--- config.mk ---
export PLATFORM = sky130hd
export DESIGN_NAME = rpa_ctrl
export DESIGN_NICKNAME = d
export VERILOG_FILES = /design/src/hw/rtl/rpa_pkg.sv /design/src/hw/rtl/rpa_ctrl.sv
export SDC_FILE = /design/constraint.sdc
export NUM_CORES = 1
export LEC_CHECK = 0
export ABC_AREA = 1
export ABC_CLOCK_PERIOD_IN_PS = 2900
export BUFFER_PORTS_ARGS = -buffer_cell sky130_fd_sc_hd__buf_2
export CORE_MARGIN = 4
export CORE_UTILIZATION = 50
export DETAILED_ROUTE_END_ITERATION = 10
export GPL_ROUTABILITY_DRIVEN = 0
export PLACE_DENSITY = 0.89
export SETUP_SLACK_MARGIN = 0.05
export SYNTH_ARGS = -nofsm -noshare
export SYNTH_HDL_FRONTEND = slang
export SYNTH_SLANG_ARGS = --single-unit
--- constraint.sdc ---
create_clock -name clk -period 2.9 [get_ports clk]
set_input_delay 0.58 -clock clk [delete_from_list [all_inputs] [get_ports clk]]
set_output_delay 0.58 -clock clk [all_outputs]
set_load 0.1 [all_outputs]
--- src/hw/rtl/rpa_pkg.sv ---
// ----------------------------------------------------------------------------
// rpa_pkg
// Shared types and codes for the reference-counted page allocator.
// ----------------------------------------------------------------------------
package rpa_pkg;

  // Width of one share count
  localparam int CNT_W = 8;
  localparam logic [CNT_W-1:0] CNT_MAX = 8'd255;

  // Reset value of the first free address register
  localparam logic [31:0] FIRST_FREE_RESET = 32'h8000_0000;

  // Request codes
  localparam logic [1:0] ACT_ALLOC_JUNK = 2'd0;
  localparam logic [1:0] ACT_ALLOC_ZERO = 2'd1;
  localparam logic [1:0] ACT_FREE       = 2'd2;
  localparam logic [1:0] ACT_ADD_REF    = 2'd3;

  // Result status codes
  localparam logic [2:0] STAT_OK         = 3'd0;
  localparam logic [2:0] STAT_EMPTY      = 3'd1;
  localparam logic [2:0] STAT_BAD_ADDR   = 3'd2;
  localparam logic [2:0] STAT_SHARED     = 3'd3;
  localparam logic [2:0] STAT_ZERO_COUNT = 3'd4;

  // Fill request codes
  localparam logic [1:0] FILL_NONE       = 2'd0;
  localparam logic [1:0] FILL_JUNK_ALLOC = 2'd1;
  localparam logic [1:0] FILL_ZERO       = 2'd2;
  localparam logic [1:0] FILL_JUNK_FREE  = 2'd3;

  // Sequencer states
  typedef enum logic [1:0] {
    ST_CLEAR,
    ST_IDLE,
    ST_EXEC
  } rpa_state_t;

  // Free stack commands from the sequencer
  typedef struct packed {
    logic pop;
    logic push;
  } stk_cmd_t;

  // Free stack status back to the sequencer
  typedef struct packed {
    logic empty;
    logic full;
  } stk_stat_t;

endpackage

--- src/hw/rtl/rpa_ctrl.sv ---
// ----------------------------------------------------------------------------
// rpa_ctrl
// Sequencer: clears the counts after reset, checks addresses, and runs the
// read-modify-write of one count and the stack access for each request.
// ----------------------------------------------------------------------------
module rpa_ctrl #(
  parameter int          PAGE_COUNT   = 32768,
  parameter int          PAGE_BYTES   = 4096,
  parameter logic [31:0] BASE_ADDRESS = 32'h8000_0000,
  parameter int          AW           = 15
) (
  input  logic                      clk,
  input  logic                      rst_n,
  input  logic                      start,
  output logic                      busy,
  input  logic [1:0]                in_action,
  input  logic [31:0]               in_page_address,
  input  logic                      cfg_wr_en,
  input  logic [31:0]               cfg_wr_data,
  output logic                      cnt_re,
  output logic [AW-1:0]             cnt_raddr,
  input  logic [rpa_pkg::CNT_W-1:0] cnt_rdata,
  output logic                      cnt_we,
  output logic [AW-1:0]             cnt_waddr,
  output logic [rpa_pkg::CNT_W-1:0] cnt_wdata,
  output rpa_pkg::stk_cmd_t         stk_cmd,
  input  rpa_pkg::stk_stat_t        stk_stat,
  input  logic [AW-1:0]             stk_rdata,
  output logic [AW-1:0]             stk_wdata,
  output logic                      out_valid,
  output logic [31:0]               out_result_address,
  output logic [2:0]                out_status,
  output logic [7:0]                out_share_count,
  output logic [1:0]                out_fill_kind
);
  import rpa_pkg::*;

  localparam int          SHIFT     = $clog2(PAGE_BYTES);
  localparam logic [63:0] RANGE_END = 64'(BASE_ADDRESS) + 64'(PAGE_COUNT) * 64'(PAGE_BYTES);

  rpa_state_t       state_r, state_nxt;
  logic [AW-1:0]    clr_r, clr_nxt;
  logic [31:0]      first_free_r;
  logic [1:0]       act_r;
  logic [AW-1:0]    page_r;
  logic             bad_r;
  logic             empty_r;

  logic             accept;
  logic             is_alloc;
  logic             in_range;
  logic             aligned;
  logic             bad_in;
  logic [31:0]      addr_off;
  logic [AW-1:0]    page_in;

  // Execute-cycle decode
  logic             ex_we;
  logic [AW-1:0]    ex_waddr;
  logic [CNT_W-1:0] ex_wdata;
  logic             ex_push;
  logic [31:0]      ex_addr;
  logic [2:0]       ex_status;
  logic [CNT_W-1:0] ex_count;
  logic [1:0]       ex_fill;
  logic [CNT_W-1:0] dec_count;

  assign accept   = start && !busy;
  assign is_alloc = (in_action == ACT_ALLOC_JUNK) || (in_action == ACT_ALLOC_ZERO);

  // Address checks on the incoming word
  assign addr_off = in_page_address - BASE_ADDRESS;
  assign page_in  = AW'(64'(addr_off) >> SHIFT);
  assign in_range = (in_page_address >= BASE_ADDRESS) &&
                    (64'(in_page_address) < RANGE_END);
  assign aligned  = (in_page_address[SHIFT-1:0] == '0);

  always_comb begin
    if (in_action == ACT_FREE) begin
      bad_in = !aligned || (in_page_address < first_free_r) || !in_range;
    end else begin
      bad_in = !in_range;
    end
  end

  // Next state
  always_comb begin
    state_nxt = state_r;
    clr_nxt   = clr_r;
    unique case (state_r)
      ST_CLEAR: begin
        clr_nxt = clr_r + AW'(1);
        if (clr_r == AW'(PAGE_COUNT - 1)) begin
          state_nxt = ST_IDLE;
        end
      end
      ST_IDLE: begin
        if (start) begin
          state_nxt = ST_EXEC;
        end
      end
      ST_EXEC:  state_nxt = ST_IDLE;
      default:  state_nxt = ST_CLEAR;
    endcase
  end

  always_ff @(posedge clk) begin
    if (!rst_n) begin
      state_r <= ST_CLEAR;
      clr_r   <= '0;
    end else begin
      state_r <= state_nxt;
      clr_r   <= clr_nxt;
    end
  end

  // Hold the first free address
  always_ff @(posedge clk) begin
    if (!rst_n) begin
      first_free_r <= FIRST_FREE_RESET;
    end else if (cfg_wr_en) begin
      first_free_r <= cfg_wr_data;
    end
  end

  // Capture the request at accept
  always_ff @(posedge clk) begin
    if (accept) begin
      act_r   <= in_action;
      page_r  <= page_in;
      bad_r   <= bad_in;
      empty_r <= stk_stat.empty;
    end
  end

  assign dec_count = cnt_rdata - CNT_W'(1);

  // Modify step: count data and stack top are valid now
  always_comb begin
    ex_we     = 1'b0;
    ex_waddr  = page_r;
    ex_wdata  = '0;
    ex_push   = 1'b0;
    ex_addr   = '0;
    ex_status = STAT_OK;
    ex_count  = '0;
    ex_fill   = FILL_NONE;
    case (act_r) inside
      ACT_ALLOC_JUNK, ACT_ALLOC_ZERO: begin
        if (empty_r) begin
          ex_status = STAT_EMPTY;
        end else begin
          ex_we    = 1'b1;
          ex_waddr = stk_rdata;
          ex_wdata = CNT_W'(1);
          ex_addr  = 32'(64'(BASE_ADDRESS) + (64'(stk_rdata) << SHIFT));
          ex_count = CNT_W'(1);
          ex_fill  = (act_r == ACT_ALLOC_JUNK) ? FILL_JUNK_ALLOC : FILL_ZERO;
        end
      end
      ACT_FREE: begin
        if (bad_r) begin
          ex_status = STAT_BAD_ADDR;
        end else if (cnt_rdata == '0) begin
          ex_status = STAT_ZERO_COUNT;
        end else begin
          ex_we    = 1'b1;
          ex_wdata = dec_count;
          if (dec_count != '0) begin
            ex_status = STAT_SHARED;
            ex_count  = dec_count;
          end else begin
            ex_push = 1'b1;
            ex_fill = FILL_JUNK_FREE;
          end
        end
      end
      default: begin
        // add reference, saturating
        if (bad_r) begin
          ex_status = STAT_BAD_ADDR;
        end else begin
          ex_we    = 1'b1;
          ex_wdata = (cnt_rdata == CNT_MAX) ? CNT_MAX : cnt_rdata + CNT_W'(1);
          ex_count = ex_wdata;
        end
      end
    endcase
  end

  // Outputs by state
  always_comb begin
    busy         = 1'b1;
    cnt_re       = 1'b0;
    cnt_raddr    = page_in;
    cnt_we       = 1'b0;
    cnt_waddr    = ex_waddr;
    cnt_wdata    = ex_wdata;
    stk_cmd.pop  = 1'b0;
    stk_cmd.push = 1'b0;
    stk_wdata    = page_r;
    unique case (state_r)
      ST_CLEAR: begin
        cnt_we    = 1'b1;
        cnt_waddr = clr_r;
        cnt_wdata = '0;
      end
      ST_IDLE: begin
        busy        = 1'b0;
        cnt_re      = start;
        stk_cmd.pop = start && is_alloc;
      end
      ST_EXEC: begin
        cnt_we       = ex_we;
        stk_cmd.push = ex_push;
      end
      default: begin
        busy = 1'b1;
      end
    endcase
  end

  // Result strobe follows the execute cycle
  always_ff @(posedge clk) begin
    if (!rst_n) begin
      out_valid <= 1'b0;
    end else begin
      out_valid <= (state_r == ST_EXEC);
    end
  end

  always_ff @(posedge clk) begin
    if (state_r == ST_EXEC) begin
      out_result_address <= ex_addr;
      out_status         <= ex_status;
      out_share_count    <= ex_count;
      out_fill_kind      <= ex_fill;
    end
  end

endmodule

* After elaboration in Yosys (flattened, before gate mapping)
Index checks and enable logic that the tools add are counted.
** Word-level totals
- Register bits :: 114
- Latch bits :: 0
- RAM bits :: 0
- Memory bits (read-only) :: 0
- Input port bits :: 95
- Output and inout bits :: 104
- Logic and storage cells :: 98
- Memories :: 0
** Operators by class
- Add/sub/neg operators :: 5
- $mul :: 0
- Div/mod/pow operators :: 0
- $lt $le $gt $ge :: 3
- Eq/ne operators :: 10
- Shift-type cells :: 0
- Muxes and demuxes :: 50
- Bitwise operators :: 1
- Reductions and logical operators :: 17
** Operator list (count)
- 8-bit two-way mux :: 12
- 15-bit two-way mux :: 3
- 32-bit by 27-bit adder with 32-bit output, first input constant :: 1
- 32-bit greater-or-equal comparator, second input constant :: 1
- 32-bit less-than comparator :: 1
- 32-bit less-than comparator, second input constant :: 1
- 27-bit by 1-bit subtractor with 27-bit output, second input constant :: 1
- 2-bit two-way mux :: 11
- 1-bit two-way mux :: 18
- 15-bit by 1-bit adder with 15-bit output, second input constant :: 1
- 15-bit == test, second input constant :: 1
- 12-bit logical NOT :: 1
- 3-bit two-way mux :: 4
- 8-bit by 1-bit adder with 8-bit output, second input constant :: 1
- 8-bit == test, second input constant :: 1
- 8-bit logical NOT :: 1
- 8-bit nonzero test :: 1
- 8-bit by 1-bit subtractor with 8-bit output, second input constant :: 1
- 2-bit by 1-bit == test with 1-bit output, second input constant :: 3
- 2-bit == test, second input constant :: 3
- 2-bit logical NOT :: 3
- 2-bit one-hot mux with 3 select lines :: 1
- 2-bit inequality test, second input constant :: 2
- 2-bit OR reduction :: 2
- 6 further kinds :: 11

* Longest topological paths before layout
Gate-level depths: netlist (run 1).
- Depth in word-level cells :: 8
- Depth in mapped cells :: 15
- Mapped depth without buffers :: 15

* Least setup slack after synthesis (run 1)
No wires, ideal clock.
- Path type :: register to output
- From :: register state_r[0]
- To :: output port cnt_re
- Data arrival time :: 3286 ps
- Data required time :: 2320 ps
- Setup slack :: -966 ps
- Cell stages (with the launch flop) :: 3
- Buffers on the path :: 0
- Path through :: dfxtp_1 > nand2_1 > nor2_1
** On the way
- Cells in the longest elaborated chain, start to end :: 2
** RTL lines
- from (decl) :: line rpa_ctrl.sv:41 : rpa_state_t state_r, state_nxt;
- from (signal assigned) :: line rpa_ctrl.sv:112 : state_r <= state_nxt;
- 2-bit by 1-bit == test with 1-bit output :: line rpa_ctrl.sv:202 : unique case (state_r)
- 1-bit two-way mux :: line rpa_ctrl.sv:202
- to (decl) :: line rpa_ctrl.sv:20 : output logic cnt_re,
Every way passes these cells.

* Final worst setup path (run 1)
- From :: register act_r[1]
- To :: output port cnt_wdata[6] (netlist bit)
** On the way
- Cells in the longest elaborated chain, start to end :: 4
- Elaborated cells between the ends (all ways) :: 7
- Those cells by class :: 2 x eq/ne; 3 x mux; 2 x reduce/logical
** RTL lines
- from (decl) :: line rpa_ctrl.sv:44 : logic [1:0] act_r;
- from (signal assigned) :: line rpa_ctrl.sv:129 : act_r <= in_action;
- 2-bit == test (no line), or another cell as far along
- 8-bit two-way mux / 2-bit OR reduction (equally long branches) :: line rpa_ctrl.sv:148 : case (act_r) inside
- 8-bit two-way mux (*) :: line rpa_ctrl.sv:148
- 8-bit two-way mux (*) :: line rpa_ctrl.sv:202
- to (decl) :: line rpa_ctrl.sv:25 : output logic [rpa_pkg::CNT_W-1:0] cnt_wdata,
Every way passes the cells marked *; elsewhere a longest branch is shown, timed or not.

==> results of run 1 <==
-- cells by family after synthesis --
family	count (synthesis)
flops	98
xor+xnor	5
compound gates	161
buf+inv	158
fa+ha+maj	35
simple gates	185
other cells	1
-- cell usage after synthesis --
| cell type | count | area, sq um |
|---|---|---|
| sky130_fd_sc_hd__edfxtp_1 | 48 | 1441 |
| sky130_fd_sc_hd__buf_4 | 31 | 232.7 |
| sky130_fd_sc_hd__ha_1 | 35 | 437.9 |
| sky130_fd_sc_hd__o21a_1 | 2 | 15.01 |
| sky130_fd_sc_hd__nor4_1 | 4 | 25.02 |
| sky130_fd_sc_hd__xor2_1 | 3 | 26.28 |
| sky130_fd_sc_hd__conb_1 | 1 | 3.750 |
| sky130_fd_sc_hd__nand3_1 | 19 | 95.09 |
| sky130_fd_sc_hd__nor2_1 | 51 | 191.4 |
| sky130_fd_sc_hd__dfxtp_1 | 50 | 1001 |
| sky130_fd_sc_hd__a211oi_1 | 1 | 7.510 |
| sky130_fd_sc_hd__nand4_1 | 6 | 37.54 |
| sky130_fd_sc_hd__xnor2_1 | 2 | 17.52 |
| sky130_fd_sc_hd__a31oi_1 | 2 | 12.51 |
| sky130_fd_sc_hd__nor2_2 | 5 | 31.28 |
| sky130_fd_sc_hd__buf_2 | 3 | 15.01 |
| sky130_fd_sc_hd__nand2_2 | 2 | 12.51 |
| sky130_fd_sc_hd__or2_2 | 1 | 6.260 |
| sky130_fd_sc_hd__inv_2 | 2 | 7.510 |
| sky130_fd_sc_hd__inv_1 | 107 | 401.6 |
| sky130_fd_sc_hd__and3_2 | 1 | 7.510 |
| sky130_fd_sc_hd__o21ai_0 | 56 | 280.3 |
| sky130_fd_sc_hd__o21ai_1 | 4 | 20.02 |
| sky130_fd_sc_hd__clkinv_1 | 1 | 3.750 |
| sky130_fd_sc_hd__a21o_1 | 1 | 7.510 |
| sky130_fd_sc_hd__or2_1 | 1 | 6.260 |
| sky130_fd_sc_hd__clkbuf_1 | 14 | 52.55 |
| sky130_fd_sc_hd__a22oi_1 | 13 | 97.59 |
| sky130_fd_sc_hd__nor3_1 | 9 | 45.04 |
| sky130_fd_sc_hd__nor2b_1 | 1 | 6.260 |
| sky130_fd_sc_hd__nor3_2 | 1 | 10.01 |
| sky130_fd_sc_hd__a21oi_1 | 82 | 410.4 |
| sky130_fd_sc_hd__nand2_1 | 84 | 315.3 |
-- worst max-delay path by stage --
| stage | depth (start not counted) | slack, ns | end |
|---|---|---|---|
| floorplan | 9 | 0.05 | cnt_wdata[6] |
| detailed placement | 12 | 0.02 | stk_cmd[0] |
| global route | 10 | -0.01 | cnt_wdata[6] |
| global placement | 11 | 0.07 | cnt_wdata[5] |
| finish | 10 | 0.08 | cnt_wdata[6] |
| CTS | 5 | 0.0008 | cnt_waddr[4] |
-- placed cells by master, fill, tap and decap left out, types with 7 or more instances in the layout --
master                     synthesis  final
sky130_fd_sc_hd__nor2_1           51     40
sky130_fd_sc_hd__ha_1             35     33
sky130_fd_sc_hd__nand3_1          19     18
sky130_fd_sc_hd__nor2_2            5      7
sky130_fd_sc_hd__buf_4            31     15
sky130_fd_sc_hd__a21oi_1          82     77
sky130_fd_sc_hd__clkbuf_8          0      9
sky130_fd_sc_hd__inv_1           107    103
sky130_fd_sc_hd__a22oi_2           0     12
sky130_fd_sc_hd__buf_12            0     10
sky130_fd_sc_hd__dfxtp_1          50     50
sky130_fd_sc_hd__nand2_1          84     82
sky130_fd_sc_hd__edfxtp_1         48     48
sky130_fd_sc_hd__o21ai_0          56     53
sky130_fd_sc_hd__buf_2             3    168
sky130_fd_sc_hd__o21ai_1           4      7
sky130_fd_sc_hd__nor2_4            0      9
sky130_fd_sc_hd__conb_1            1     16
-- area by class of cell --
class                      instances  area share [%]
clock buffer                       9           1.823
clock inverter                     7          0.7732
inverter                         110           6.130
multi-input combinational        402           35.36
sequential                        98           35.94
tap                              136           2.504
timing repair buffer             196           17.36
timing repair inverter             1          0.1105
-- metrics by stage --
step	hold slack [ns]	util, %	setup TNS [ns]
floorplan	0.4325	-	0
global placement	0.4453	63.02	0
detailed placement	0.4534	63.02	0
CTS	0.3910	64.94	0
global route	0.3890	65.83	-0.01298
finish	0.4162	65.83	0
-- worst reg2reg max path: stages (launching register included) --
cell and delay, ns:
sky130_fd_sc_hd__dfxtp_1 0.38, sky130_fd_sc_hd__nor2_4 0.28, sky130_fd_sc_hd__inv_1 0.10, sky130_fd_sc_hd__buf_4 0.19
sky130_fd_sc_hd__nor2_1 0.13, sky130_fd_sc_hd__nand2_1 0.08, sky130_fd_sc_hd__nor2_1 0.13, sky130_fd_sc_hd__nand2_1 0.09
sky130_fd_sc_hd__nor2_1 0.15, sky130_fd_sc_hd__a31oi_1 0.10, sky130_fd_sc_hd__o21a_1 0.12
-- what timing repair did --
action	in CTS	in global routing
pin swaps	0	4
gates resized for setup	6	22
buffers inserted	0	4
cloned	0	1
endpoints found under the setup margin	17	24
-- routing by layer --
layer  track usage, %  vias to the layer above  part of all wire, %
met3            4.585                       40                  7.3
li1                 -                     2444                    -
met2            37.70                      237                   50
met1            25.64                     2193                   40
met5                0                        -                    0
met4            7.635                        0                  2.9
-- where the power goes --
| group | total [W] | internal [W] | switching, W |
|---|---|---|---|
| clock network | 0.000813 | 0.000318 | 0.000495 |
| registers | 0.00149 | 0.00148 | 0.0000112 |
| logic | 0.000555 | 0.000159 | 0.000396 |
-- sequential cells by signal, summed over array words and instances (netlist names) --
register            count
act_r                   2
bad_r                   1
clr_r                  15
empty_r                 1
first_free_r           32
out_fill_kind           2
out_result_address     16
out_share_count         8
out_status              3
out_valid               1
state_r                 2
stk_wdata              15
==> results by stage, run 1 <==
STA:
- The worst path in the final design needs a cycle of approximately 2.8 ns, including I/O delays and setup.
- The total count of hold-check failures in the final report is 0.
- Headroom to the max-slew limit came out at between 50% and 60%.
- For the pin with the worst max-slew slack, the measured transition is 0.6975 ns.
- Setup repair after global routing could not meet its margin everywhere.
- Dividing the final minimum period by the clock period gives 97.16%.
- The clock arrives with between 0.01 and 0.015 ns of skew.
- The final count of pins violating max slew is 0.
- The worst setup margin is approximately 0.082 ns.
- The maximum clock frequency is about 0.35 GHz.
- Setup violations remaining at the end of the flow were counted as 0.

Worst setup path:
- The data required time at the worst endpoint is roughly 2.3 ns.
- The critical path capture point type is a primary output.
- The slowest stage of the critical path is the sky130_fd_sc_hd__edfxtp_1 cell.
- The terminus of the critical flop-to-flop path is clr_r[13].
- The maximum net fanout on the critical path is 8.
- Setup slack on the worst reg-to-reg path comes out at around 1.1 ns.
- The data arrival time of the worst path is 2.24 ns.
- The delay of the slowest cell on the worst path is roughly 0.5 ns.
- In this run the critical register-to-register path is launched from state_r[0].
- The critical path is of the reg -> out type.
- On the critical path the largest part of the delay comes from simple AND/OR/NAND/NOR gates.
- The depth of the most critical reg-to-reg path is 10.
- The number of buffers and inverters on the critical path is 3.
- The startpoint of the worst setup timing path is act_r[1].
- Walking the worst path, the cells encountered are inv_2, nor2_4, nor2_2, inv_1, a21oi_1, nand2_1, o21ai_1, nand2_1, nor2_4, buf_12.
- The sort of element at the start of the critical path is a register.

Pwr:
- Summing internal, switching and leakage power gives approximately 0.0029 W.
- VDD sags by at most roughly 0.00024 V.
- For this design the ratio of total power to cell area is ~420 nW/um^2.
- The static leakage is 3.173 nW.

Global route:
- The global-route usage over all layers is 21.38%.
- The pin count of the biggest net entering global routing is 32.
- The first global-routing pass estimated around 22,000 um of wire.
- The initial antenna violation count is 0.
- The via count of the first global-routing pass came to about 4.6k.
- The total grt overflow is 0.

Placement:
- The HPWL after detailed placement is ~11,000 um.
- Timing analysis after detailed placement gives a worst setup slack of 0.01689 ns.
- The count of input and output buffers is about 180.
- After detailed placement, the total cell area comes to approximately 6500 sq um.
- The cell total after placement is approximately 940.

Final layout:
- The area growth from synthesis to layout is 28.69%.
- Of the cells placed in the final design, the portion with a size suffix greater than 1 is around 32%.
- The area taken by multi-input logic gates is 2404 sq um.
- The number of nets in the final layout is 948.
- Fill cells in the final layout number around 850.
- The number of non-filler instances in the completed layout is about 960.
- The post-route cell area is approximately 6800 sq um.
- The total area of sequential cells is 2442 sq um.
- The antenna diode count is 0.

Synthesis:
- The mean instance size in the synthesized netlist is between 8 and 9 sq um.
- The share of the synthesized netlist area taken by xor and xnor gates is less than 1%.
- The main combinational cell family by area after synthesis is compound AO/OA/AOI/OAI gates.
- The synthesized flop and latch total is 98.
- The area fraction in compound gates after synthesis is 16.11%.
- Of the synthesized area, sequential elements account for roughly 46%.
- The cell area that synthesis handed to floorplanning was 5281 sq um.
- Multiplexer cells account for 0% of the synthesized area.
- The arithmetic-cell share of the synthesized area counting full adders, half adders and majority gates is under 10%.
- The synthesized netlist devotes approximately 15% of its cell area to simple gates.
- The gate count of the mapped netlist is 643.
- The distinct cell type count after synthesis is 33.
- For this run, the number of Yosys warnings is 0.

Detailed routing:
- The via density per instance is around 5.1.
- Dividing the detail-routed wire length by the instance count gives between 10 and 15 um.
- The number of nets with antenna violations after routing is 0.
- The first-pass detailed-route iteration total is 6.
- Detailed routing inserted a total of about 4.9k vias.
- The detailed-route wire length is 13,890 um.
- The DRC marker count from the first detailed-route iteration is 210.
- In the routed design, unresolved DRC markers number 0.

Worst hold path:
- Counting instances, the worst hold path has a depth of 1.
- The class of the most critical hold timing path is in -> reg.
- The startpoint identified for the worst hold timing path is in_action[0].
- The path with the worst hold slack has its endpoint at act_r[0].

Clock tree:
- The count of hold-fix buffers inserted at cts is 0.
- The number of levels the H-tree was split into is 3.
- The clock tree from TritonCTS is yes.
- The deepest clock path buffer count is 2.
- Counting the buffers created by CTS gives 9.
- The clock latency on the worst-skew pair is around 0.36 ns.
- Counting every sink on the clock net gives between 90 and 100.
- The CTS clock-pin slew for the worst setup and hold paths is around 0.090 ns.
- The cell at the root of the clock tree is sky130_fd_sc_hd__clkbuf_8.

Run:
- The tool flagged a number of max-cap violations equal to 0.

Floorplanning:
- The number of I/O pins is 199.
- The total number of placement rows is 37.
- Once the floorplan was initialized, standard cells occupied between 50% and 60% of the core.
- The standard cell core area is just over 10,000 sq um.
- The x dimension of the die is approximately 110 um.
- The area of the die is 12,270 sq um.
- From bottom edge to top edge, the die measures roughly 110 um.

Outcome:
- The flow ran to the end, and the final reports show no timing, DRC or antenna violations.
Note: power is estimated with default switching activity, not from simulation.
==> run 2: changes to the inputs <==
--- a/config.mk
+++ b/config.mk
@@ -5,14 +5,12 @@
 export SDC_FILE = /design/constraint.sdc
 export NUM_CORES = 1
 export LEC_CHECK = 0
-export ABC_AREA = 1
 export ABC_CLOCK_PERIOD_IN_PS = 2900
 export BUFFER_PORTS_ARGS = -buffer_cell sky130_fd_sc_hd__buf_2
 export CORE_MARGIN = 4
 export CORE_UTILIZATION = 50
 export DETAILED_ROUTE_END_ITERATION = 10
-export GPL_ROUTABILITY_DRIVEN = 0
-export PLACE_DENSITY = 0.89
+export PLACE_DENSITY = 0.88
 export SETUP_SLACK_MARGIN = 0.05
 export SYNTH_ARGS = -nofsm -noshare
 export SYNTH_HDL_FRONTEND = slang
==> constraint.sdc (replaced) <==
create_clock -name clk -period 2.9 [get_ports clk]
set_input_delay 0.58 -clock clk [delete_from_list [all_inputs] [get_ports clk]]
set_output_delay 0.58 -clock clk [all_outputs]
set_load 0.05 [all_outputs]
==> run 2 against run 1 <==
  * The run now ends with setup timing left
  * Maximum frequency down 6.6%
  * Cell area is 5.1% higher
  * Area after synthesis increased by 5.0%
  * Core utilization up 0.070 points
  * Sequential share of layout area fell by 1.7 points
  * Clock-buffer cell count up 4
  * Synthesized cell count shrank 12%
  * Hold slack got worse by 0.025 ns
  * Highest routed layer unchanged
  * Wire length grew 11%
==> results by stage, run 2 <==
Worst setup path:
- STA puts the critical path data arrival time at approximately 2.4 ns.
- The delay of the slowest cell on the worst path is ~0.48 ns.
- The cell that appears most often on the critical path is sky130_fd_sc_hd__buf_8.
- Walking the worst path, the cells encountered are buf_8, inv_6, ha_4, or4b_4, o41ai_4, buf_4, o221ai_2, a21o_1, nor2b_4, buf_8.
- The worst setup path is of the in -> out kind.
- The worst setup path is captured at a primary output.
- The data required time at the worst endpoint is between 2 and 2.5 ns.
- The cell at the slowest stage of the critical path is sky130_fd_sc_hd__or4b_4.
- The worst setup path is launched from an input pin.
- The maximum net fanout on the critical path is 5.

Synthesis:
- The dominant synthesized flop cell is sky130_fd_sc_hd__dfxtp_1.
- Sequential elements use roughly 44% of the synthesized area.
- The library cell with the highest instance count after synthesis is sky130_fd_sc_hd__dfxtp_1.
- The fraction of post-synthesis cell area in the top cell type by area is about a quarter.
- The synthesized netlist occupies a cell area of ~5500 sq um.
- After synthesis, the netlist uses between 50 and 60 different library cells.
- Counting instances in the post-synthesis netlist gives the leading cell types as sky130_fd_sc_hd__dfxtp_1 (50), sky130_fd_sc_hd__edfxtp_1 (48), sky130_fd_sc_hd__inv_1 (45), sky130_fd_sc_hd__nand2_1 (39), sky130_fd_sc_hd__nor2b_1 (38).
- The largest area contributor in the netlist is sky130_fd_sc_hd__edfxtp_1.
- The gate count of the mapped netlist is 569.
- The async set-or-reset flop fraction in the synthesized netlist is 0%.
- The mean instance size in the synthesized netlist is a little under 10 sq um.
- In this run, synthesis inferred 48 flip-flops with an integrated enable.
- Yosys attributes the largest share of cell area to sky130_fd_sc_hd__edfxtp_1 (26%), sky130_fd_sc_hd__dfxtp_1 (18%), sky130_fd_sc_hd__ha_1 (7.9%).
- In this run, synthesis produced a sequential element count of 98.
- The count of synthesis-stage warnings from yosys is 0.

Global route:
- The global-route usage over all layers is 23.63%.
- The wire length of the first global-routing pass is 23,810 um.
- The total grt overflow is 0.
- The via count of the first global-routing pass is approximately 4.7k.
- The pin count of the biggest net entering global routing is roughly 50.
- The initial antenna violation count was 1.

STA:
- After layout, the minimum clock period comes to 3.018 ns.
- The period utilization is 104.1%.
- The total count of hold-check failures in the final report is 0.
- Once routing completed, OpenROAD measured the worst setup slack at -0.1179 ns.
- The worst slew margin relative to its limit is roughly two fifths.
- Setup repair after global routing could not meet its margin everywhere.
- The final count of pins violating max slew is 0.
- The maximum clock frequency is 0.3314 GHz.
- Setup violations remaining at the end of the flow were counted as 7.
- Between clock sinks in the finished design, the worst skew comes to around 0.012 ns.
- At the pin with the least slew margin, the transition time is slightly above 0.9 ns.

Final layout:
- The library cells used most frequently in the layout, excluding fill and tap cells, are sky130_fd_sc_hd__buf_2 (159), sky130_fd_sc_hd__dfxtp_1 (50), sky130_fd_sc_hd__edfxtp_1 (48).
- In the final design database the tool counted about 890 nets.
- Relative to the synthesized area, the layout overhead comes to 28.81%.
- The fraction of layout instances using a drive strength above 1 is about 35%.
- In the final layout, the registers with the most flip-flops are first_free_r: 32 flops, out_result_address: 16 flops.
- The most common library cell in the layout ignoring fill and taps is sky130_fd_sc_hd__buf_2.
- The flip-flop count of the largest register, all copies and words added is 32.
- The register with the most flip-flops is first_free_r.
- The finished layout holds approximately 900 standard cells, fillers aside.

Pwr:
- Dividing total power by cell area gives a power density of around 400 nW/um^2.
- The total power after layout is 0.002920 W.
- IR analysis of the VDD net gives a maximum drop of between 0.0002 and 0.0003 V.
- The analysis attributes to cell leakage a power of 3.122 nW.

Floorplanning:
- The total number of placement rows is 38.
- The die span in y is roughly 110 um.
- The x dimension of the die is between 100 and 150 um.
- The area of the die is around 13,000 sq um.
- ~200 I/O pins were placed.
- The starting density of the core is 51.17%.
- The core region is between 10,000 and 15,000 sq um.

Clock tree:
- The deepest clock path buffer count is 2.
- Clock tree synthesis found a total of 98 sinks.
- The H-tree was split into 3 levels.
- For the worst-skew pair, the clock arrives at the later sink with an insertion delay of approximately 0.36 ns.
- The clock tree from TritonCTS is yes.
- The cell at the root of the clock tree is sky130_fd_sc_hd__clkbuf_8.
- The CTS clock-pin slew for the worst setup and hold paths is roughly 0.09 ns.
- The clock buffer count from CTS is 9.

Detailed routing:
- The number of nets with antenna violations after routing is 0.
- The detailed-route wire length is between 15,000 and 20,000 um.
- In this run, the number of DRC markers left after iteration 0 of detailed routing was 280.
- Using the TritonRoute via totals, the vias-per-cell ratio works out to between 5 and 6.
- The remaining design rule violation count is 0.
- The total via count after detailed routing is slightly below 5k.
- The first TritonRoute pass finished after 6 iterations.
- The wire length per cell after detailed routing is between 15 and 20 um.

Worst hold path:
- The class of the most critical hold timing path is in -> reg.

Placement:
- Once detailed placement completed, the half-perimeter wirelength came to ~12,000 um.
- Including well taps, the total number of placed cells is 877.
- Timing analysis after detailed placement gives a worst setup slack of -0.2079 ns.
- The count of buffers added on input and output ports is around 180.
- Routability-driven placement finished with a final weighted congestion of 0.9516.

Outcome:
- The checks that failed: setup timing.
- The flow ran to the end, but the final reports show violations.

Run:
- Across the run, the number of max-cap violations was 0.
run 2: changes by cell type in the layout (fill, tap and decap cells not counted), moves of 32 or more:
cell,before,now
sky130_fd_sc_hd__o21ai_0,53,10
sky130_fd_sc_hd__and2_1,0,32
sky130_fd_sc_hd__nor2b_1,0,35
sky130_fd_sc_hd__inv_1,103,42
sky130_fd_sc_hd__nand2_1,82,39
sky130_fd_sc_hd__mux2i_1,0,33
sky130_fd_sc_hd__a21oi_1,77,27
run 2: layout make-up:
cell class,instances,area (sq um)
clock inverter,3,45.04
inverter,45,180.2
clock buffer,13,173.9
multi-input combinational,388,2814
antenna,1,2.502
tap,140,175.2
sequential,98,2442
timing repair buffer,216,1311
fill,877,3696
run 2: worst paths after layout:
check | start | to | slack [ns] | cells after the start
max | cnt_rdata[1] | cnt_wdata[3] | -0.12 | 10
max reg2reg | act_r[0] | out_share_count[5] | 0.75 | 8
min reg2reg | first_free_r[31] | first_free_r[31] | 0.50 | 2
min | stk_stat[1] | empty_r | 0.39 | 1
run 2: power by group:
part	switching, W	internal [W]	total [W]
clock network	0.000479	0.000488	0.000967
logic	0.000279	0.000183	0.000462
registers	0.0000179	0.00147	0.00149
total	0.000776	0.00214	0.00292
run 2: repair_timing:
item | 4_1_cts | 5_1_grt
gates resized for setup | 47 | 34
setup endpoints to repair | 21 | 12
pin swaps | 15 | 10
buffers inserted | 9 | 3
hold buffers | 0 | 0
run 2: cell families after synthesis:
group | Yosys count | synth area share (%)
fa+ha+maj | 35 | 7.895
other cells | 1 | 0.06761
mux | 34 | 6.158
compound gates | 94 | 11.17
buf+inv | 98 | 8.910
simple gates | 194 | 19.40
xor+xnor | 15 | 2.369
flops | 98 | 44.03
run 2: layer usage:
| metal | track usage [%] | vias to the layer above | part of all wire [%] | wire length [um] |
|---|---|---|---|---|
| li1 | - | 2314 | - | - |
| met1 | 27.75 | 2289 | 38 | 5840 |
| met2 | 42.77 | 240 | 51 | 7842 |
| met3 | 5.401 | 39 | 8.6 | 1334 |
| met4 | 7.212 | 0 | 2.8 | 434 |
| met5 | 0 | - | 0 | 0 |
run 2: worst max-delay path: cells and delay by family:
family | cells | cell delay (ns)
compound gates | 3 | 0.59
buf+inv | 4 | 0.52
fa+ha+maj | 1 | 0.12
simple gates | 2 | 0.62
run 2: per-stage QoR:
step,hold WS (ns),TNS (ns),utilization [%],cell area [sq um]
floorplan,0.4593,-0.03571,-,5624
global placement,0.4784,-0.8871,60.75,6585
detailed placement,0.4794,-1.193,60.75,6585
CTS,0.3899,-0.8209,64.96,7042
global route,0.3889,-0.8355,65.90,7144
finish,0.3913,-0.4610,65.90,7144
==> run 3: changes to the inputs <==
--- a/config.mk
+++ b/config.mk
@@ -5,12 +5,12 @@
 export SDC_FILE = /design/constraint.sdc
 export NUM_CORES = 1
 export LEC_CHECK = 0
-export ABC_CLOCK_PERIOD_IN_PS = 2900
+export ABC_CLOCK_PERIOD_IN_PS = 2450
 export BUFFER_PORTS_ARGS = -buffer_cell sky130_fd_sc_hd__buf_2
 export CORE_MARGIN = 4
-export CORE_UTILIZATION = 50
+export CORE_UTILIZATION = 46
 export DETAILED_ROUTE_END_ITERATION = 10
-export PLACE_DENSITY = 0.88
+export PLACE_DENSITY = 0.86
 export SETUP_SLACK_MARGIN = 0.05
 export SYNTH_ARGS = -nofsm -noshare
 export SYNTH_HDL_FRONTEND = slang
==> constraint.sdc (replaced) <==
create_clock -name clk -period 2.45 [get_ports clk]
set_input_delay 0.49 -clock clk [delete_from_list [all_inputs] [get_ports clk]]
set_output_delay 0.49 -clock clk [all_outputs]
set_load 0.05 [all_outputs]
==> run 3 against run 2 <==
  * The run still ends with setup timing left
  * Total power is 30% higher
  * Register-to-register slack worse by 0.46 ns
  * Global-route usage decreased by 0.79 points
  * Critical path depth is the same
  * Clock skew decreased by 0.0065 ns
  * Hold slack got worse by 0.056 ns
  * Combinational power is 24% higher
  * Die area increased by 8.1%
  * Largest power group unchanged
==> results by stage, run 3 (synthesis results as in run 2) <==
Outcome:
- The flow ran to the end, but the final reports show violations.
- The final reports fail on setup timing.

Clock tree:
- The clock buffer count from CTS is 9.
- The clock latency on the worst-skew pair is roughly 0.34 ns.
- TritonCTS built the clock tree.
- For this design, the CTS-stage hold fixing added 0 buffers.
- The number of sinks driven by the clock tree is around 100.
- The CTS clock-pin slew for the worst setup and hold paths is about 0.070 ns.
- The tree is rooted in a sky130_fd_sc_hd__clkbuf_16.
- The number of levels the H-tree was split into is 3.
- Counting along the longest clock path gives a buffer depth of 2.

Final layout:
- In the final layout, the registers with the most flip-flops are first_free_r: 32 flops, out_result_address: 16 flops.
- The number of fill cells is roughly 870.
- Leaving out fill and tap cells, the most frequent cells in the layout are sky130_fd_sc_hd__buf_2 (154), sky130_fd_sc_hd__dfxtp_1 (50), sky130_fd_sc_hd__edfxtp_1 (48), sky130_fd_sc_hd__buf_4 (48), sky130_fd_sc_hd__inv_1 (42).
- For this run, the share of the core covered by cells in the final layout is 67.32%.
- Of the cells placed in the final design, the portion with a size suffix greater than 1 is a little over two fifths.
- The flip-flop count of the largest register, all copies and words added is 32.
- Counting flops per register, the top entry is first_free_r.
- The final layout contains 909 nets.
- From synthesis to final layout, the design area changed by 40.97%.
- 0 antenna diodes ended up in the layout.
- The most common library cell in the layout ignoring fill and taps is sky130_fd_sc_hd__buf_2.
- The area taken by multi-input logic gates is a little over 3000 sq um.
- The sequential cells in the finished layout cover a total of around 2400 sq um.

Global route:
- For this run, global-route usage on met1 was measured as a little over a quarter.
- Global routing used 5.142% of the available met3 tracks.
- The global-route track usage on met2 is 41.07%.
- The pin count of the biggest net entering global routing is 51.
- Global routing finished with a remaining overflow of 0.
- The initial antenna violation count came to 1.
- The via count of the first global-routing pass came to around 5.0k.
- In this run the most used layer during global routing was met2.
- The global-route usage over all layers is a little under a quarter.
- The wire length of the first global-routing pass is roughly 25,000 um.

Detailed routing:
- After detailed routing, the number of remaining DRC violations is 0.
- The first-pass detailed-route iteration total is 5.
- The wire length per cell after detailed routing is 17.56 um.
- The detailed-route wire length is between 15,000 and 20,000 um.
- Summing over every cut layer, the via total after detailed routing is 4,907.
- The DRC marker count from the first detailed-route iteration is ~260.
- The number of nets with antenna violations after routing is 0.
- The via density per instance is 5.293.

Worst setup path:
- The signal on the critical path passes through buf_8, clkinv_8, ha_4, or4b_4, o41ai_4, buf_4, o221ai_2, a21o_1, nor2b_4, buf_6.
- In this design, the stage delay of the slowest critical-path cell is between 0.4 and 0.5 ns.
- The critical path capture point type is a primary output.
- At the worst endpoint, the required time is approximately 2.0 ns.
- The sort of element at the start of the critical path is an input pin.
- In this run the worst path has a maximum fanout of 5.
- The kind of critical path is in -> out.
- The data arrival time of the worst path is 2.28 ns.
- The cell at the slowest stage of the critical path is sky130_fd_sc_hd__or4b_4.

STA:
- The total count of hold-check failures in the final report was 0.
- Setup repair after global routing could not meet its margin everywhere.
- The final count of pins violating max slew is 0.
- Setup violations remaining at the end of the flow were counted as 10.
- The final period demand of the worst path is roughly 2.8 ns.
- Measured against its own limit, the worst slew margin works out to about half.
- The transition time at the pin with the least slew margin is 0.7394 ns.
- The worst setup margin is -0.3167 ns.
- The total negative slack for setup checks is -2.338 ns.
- The maximum clock frequency is roughly 0.36 GHz.
- The setup skew after layout is slightly below 0.006 ns.
- The period utilization is 112.9%.

Pwr:
- IR analysis of the VDD net gives a maximum drop of slightly above 0.0004 V.
- In this run the power density over the cells is slightly below 500 nW/um^2.
- The net switching fraction of the power is a little over a quarter.
- Internal power comes to 0.002801 W.
- The register share of total power is a little under half.
- The clock share of power is 38.2%.
- The analysis attributes to cell leakage a power of 3.375 nW.
- The net switching power is 0.0009844 W.
- Combinational logic is responsible for approximately 15% of the overall power.

Floorplanning:
- The floorplan step defined a core boundary enclosing between 10,000 and 15,000 sq um.
- The number of I/O pins is about 200.
- For this configuration, the core starts out at a cell density of 47.76%.
- The floorplan step defined a die boundary enclosing ~14,000 sq um.
- The x dimension of the die is ~120 um.
- The floorplan has 39 rows.
- Measured along the y axis, the die boundary spans approximately 120 um.

Placement:
- The count of input and output buffers is between 150 and 200.
- The congestion estimate from routability-driven global placement came to ~0.9.
- The HPWL after detailed placement is around 12,000 um.

Run:
- The count of maximum capacitance violations is 0.

Worst hold path:
- The worst hold path belongs to the class in -> reg.
run 3: changes by cell type in the layout (fill, tap and decap cells not counted), moves of 6 or more:
cell,change
sky130_fd_sc_hd__clkbuf_16,+9
sky130_fd_sc_hd__a21oi_1,-14
sky130_fd_sc_hd__a21oi_2,+9
sky130_fd_sc_hd__and2_1,-15
sky130_fd_sc_hd__buf_12,+9
sky130_fd_sc_hd__and2_4,+15
sky130_fd_sc_hd__o21ai_4,+6
sky130_fd_sc_hd__clkbuf_8,-9
sky130_fd_sc_hd__o21ai_1,-11
sky130_fd_sc_hd__buf_6,+7
sky130_fd_sc_hd__buf_4,+10
run 3: per-stage QoR:
step	instances	worst slack (ns)	area [sq um]	hold WS [ns]	total power, W
floorplan	584	-0.07146	5816	0.4593	0.002184
global placement	894	-0.4320	7010	0.4774	0.002329
detailed placement	894	-0.4603	7010	0.4865	0.002346
CTS	919	-0.4284	7689	0.3182	0.003796
global route	927	-0.4033	7819	0.3236	0.003931
finish	927	-0.3167	7819	0.3350	0.003785
run 3: path summary, 6_finish.rpt:
path,startpoint,endpoint,slack [ns],depth (start not counted)
max reg2reg,act_r[0],out_share_count[5],0.29,10
min reg2reg,first_free_r[31],first_free_r[31],0.50,2
min,stk_stat[1],empty_r,0.33,1
max,cnt_rdata[1],cnt_wdata[3],-0.32,10
run 3: power groups by stage:
stage	combinational, W	sequential [W]	clock (W)
floorplan	0.000388	0.00180	0
global placement	0.000527	0.00180	0
detailed placement	0.000543	0.00180	0
CTS	0.000563	0.00177	0.00147
global route	0.000629	0.00177	0.00153
finish	0.000572	0.00177	0.00145
run 3: worst max-delay path, delay by kind of cell:
kind	cells	cell delay (ns)
and+or+nand+nor	2	0.62
AOI/OAI and AO/OA	3	0.55
buffers and inverters	4	0.50
adders and majority gates	1	0.11
run 3: repair_timing:
item	in CTS	in global routing
gates resized for setup	88	15
buffers inserted	8	10
cloned	1	1
pin swaps	10	10
setup endpoints to repair	25	25
run 3: final cells by class:
cell class                      count  area share (%)
Tap cell                          143           2.288
Inverter                           45           2.576
Clock buffer                       10           3.056
Multi-Input combinational cell    388           38.81
Sequential cell                    98           31.24
Clock inverter                      6          0.8321
Timing Repair Buffer              237           21.20
run 3: layer usage:
metal / part of all wire, % / wire [um]
met4: 2.7 / 447
met3: 7.4 / 1200
met1: 39 / 6365
met2: 51 / 8251
met5: 0.080 / 13
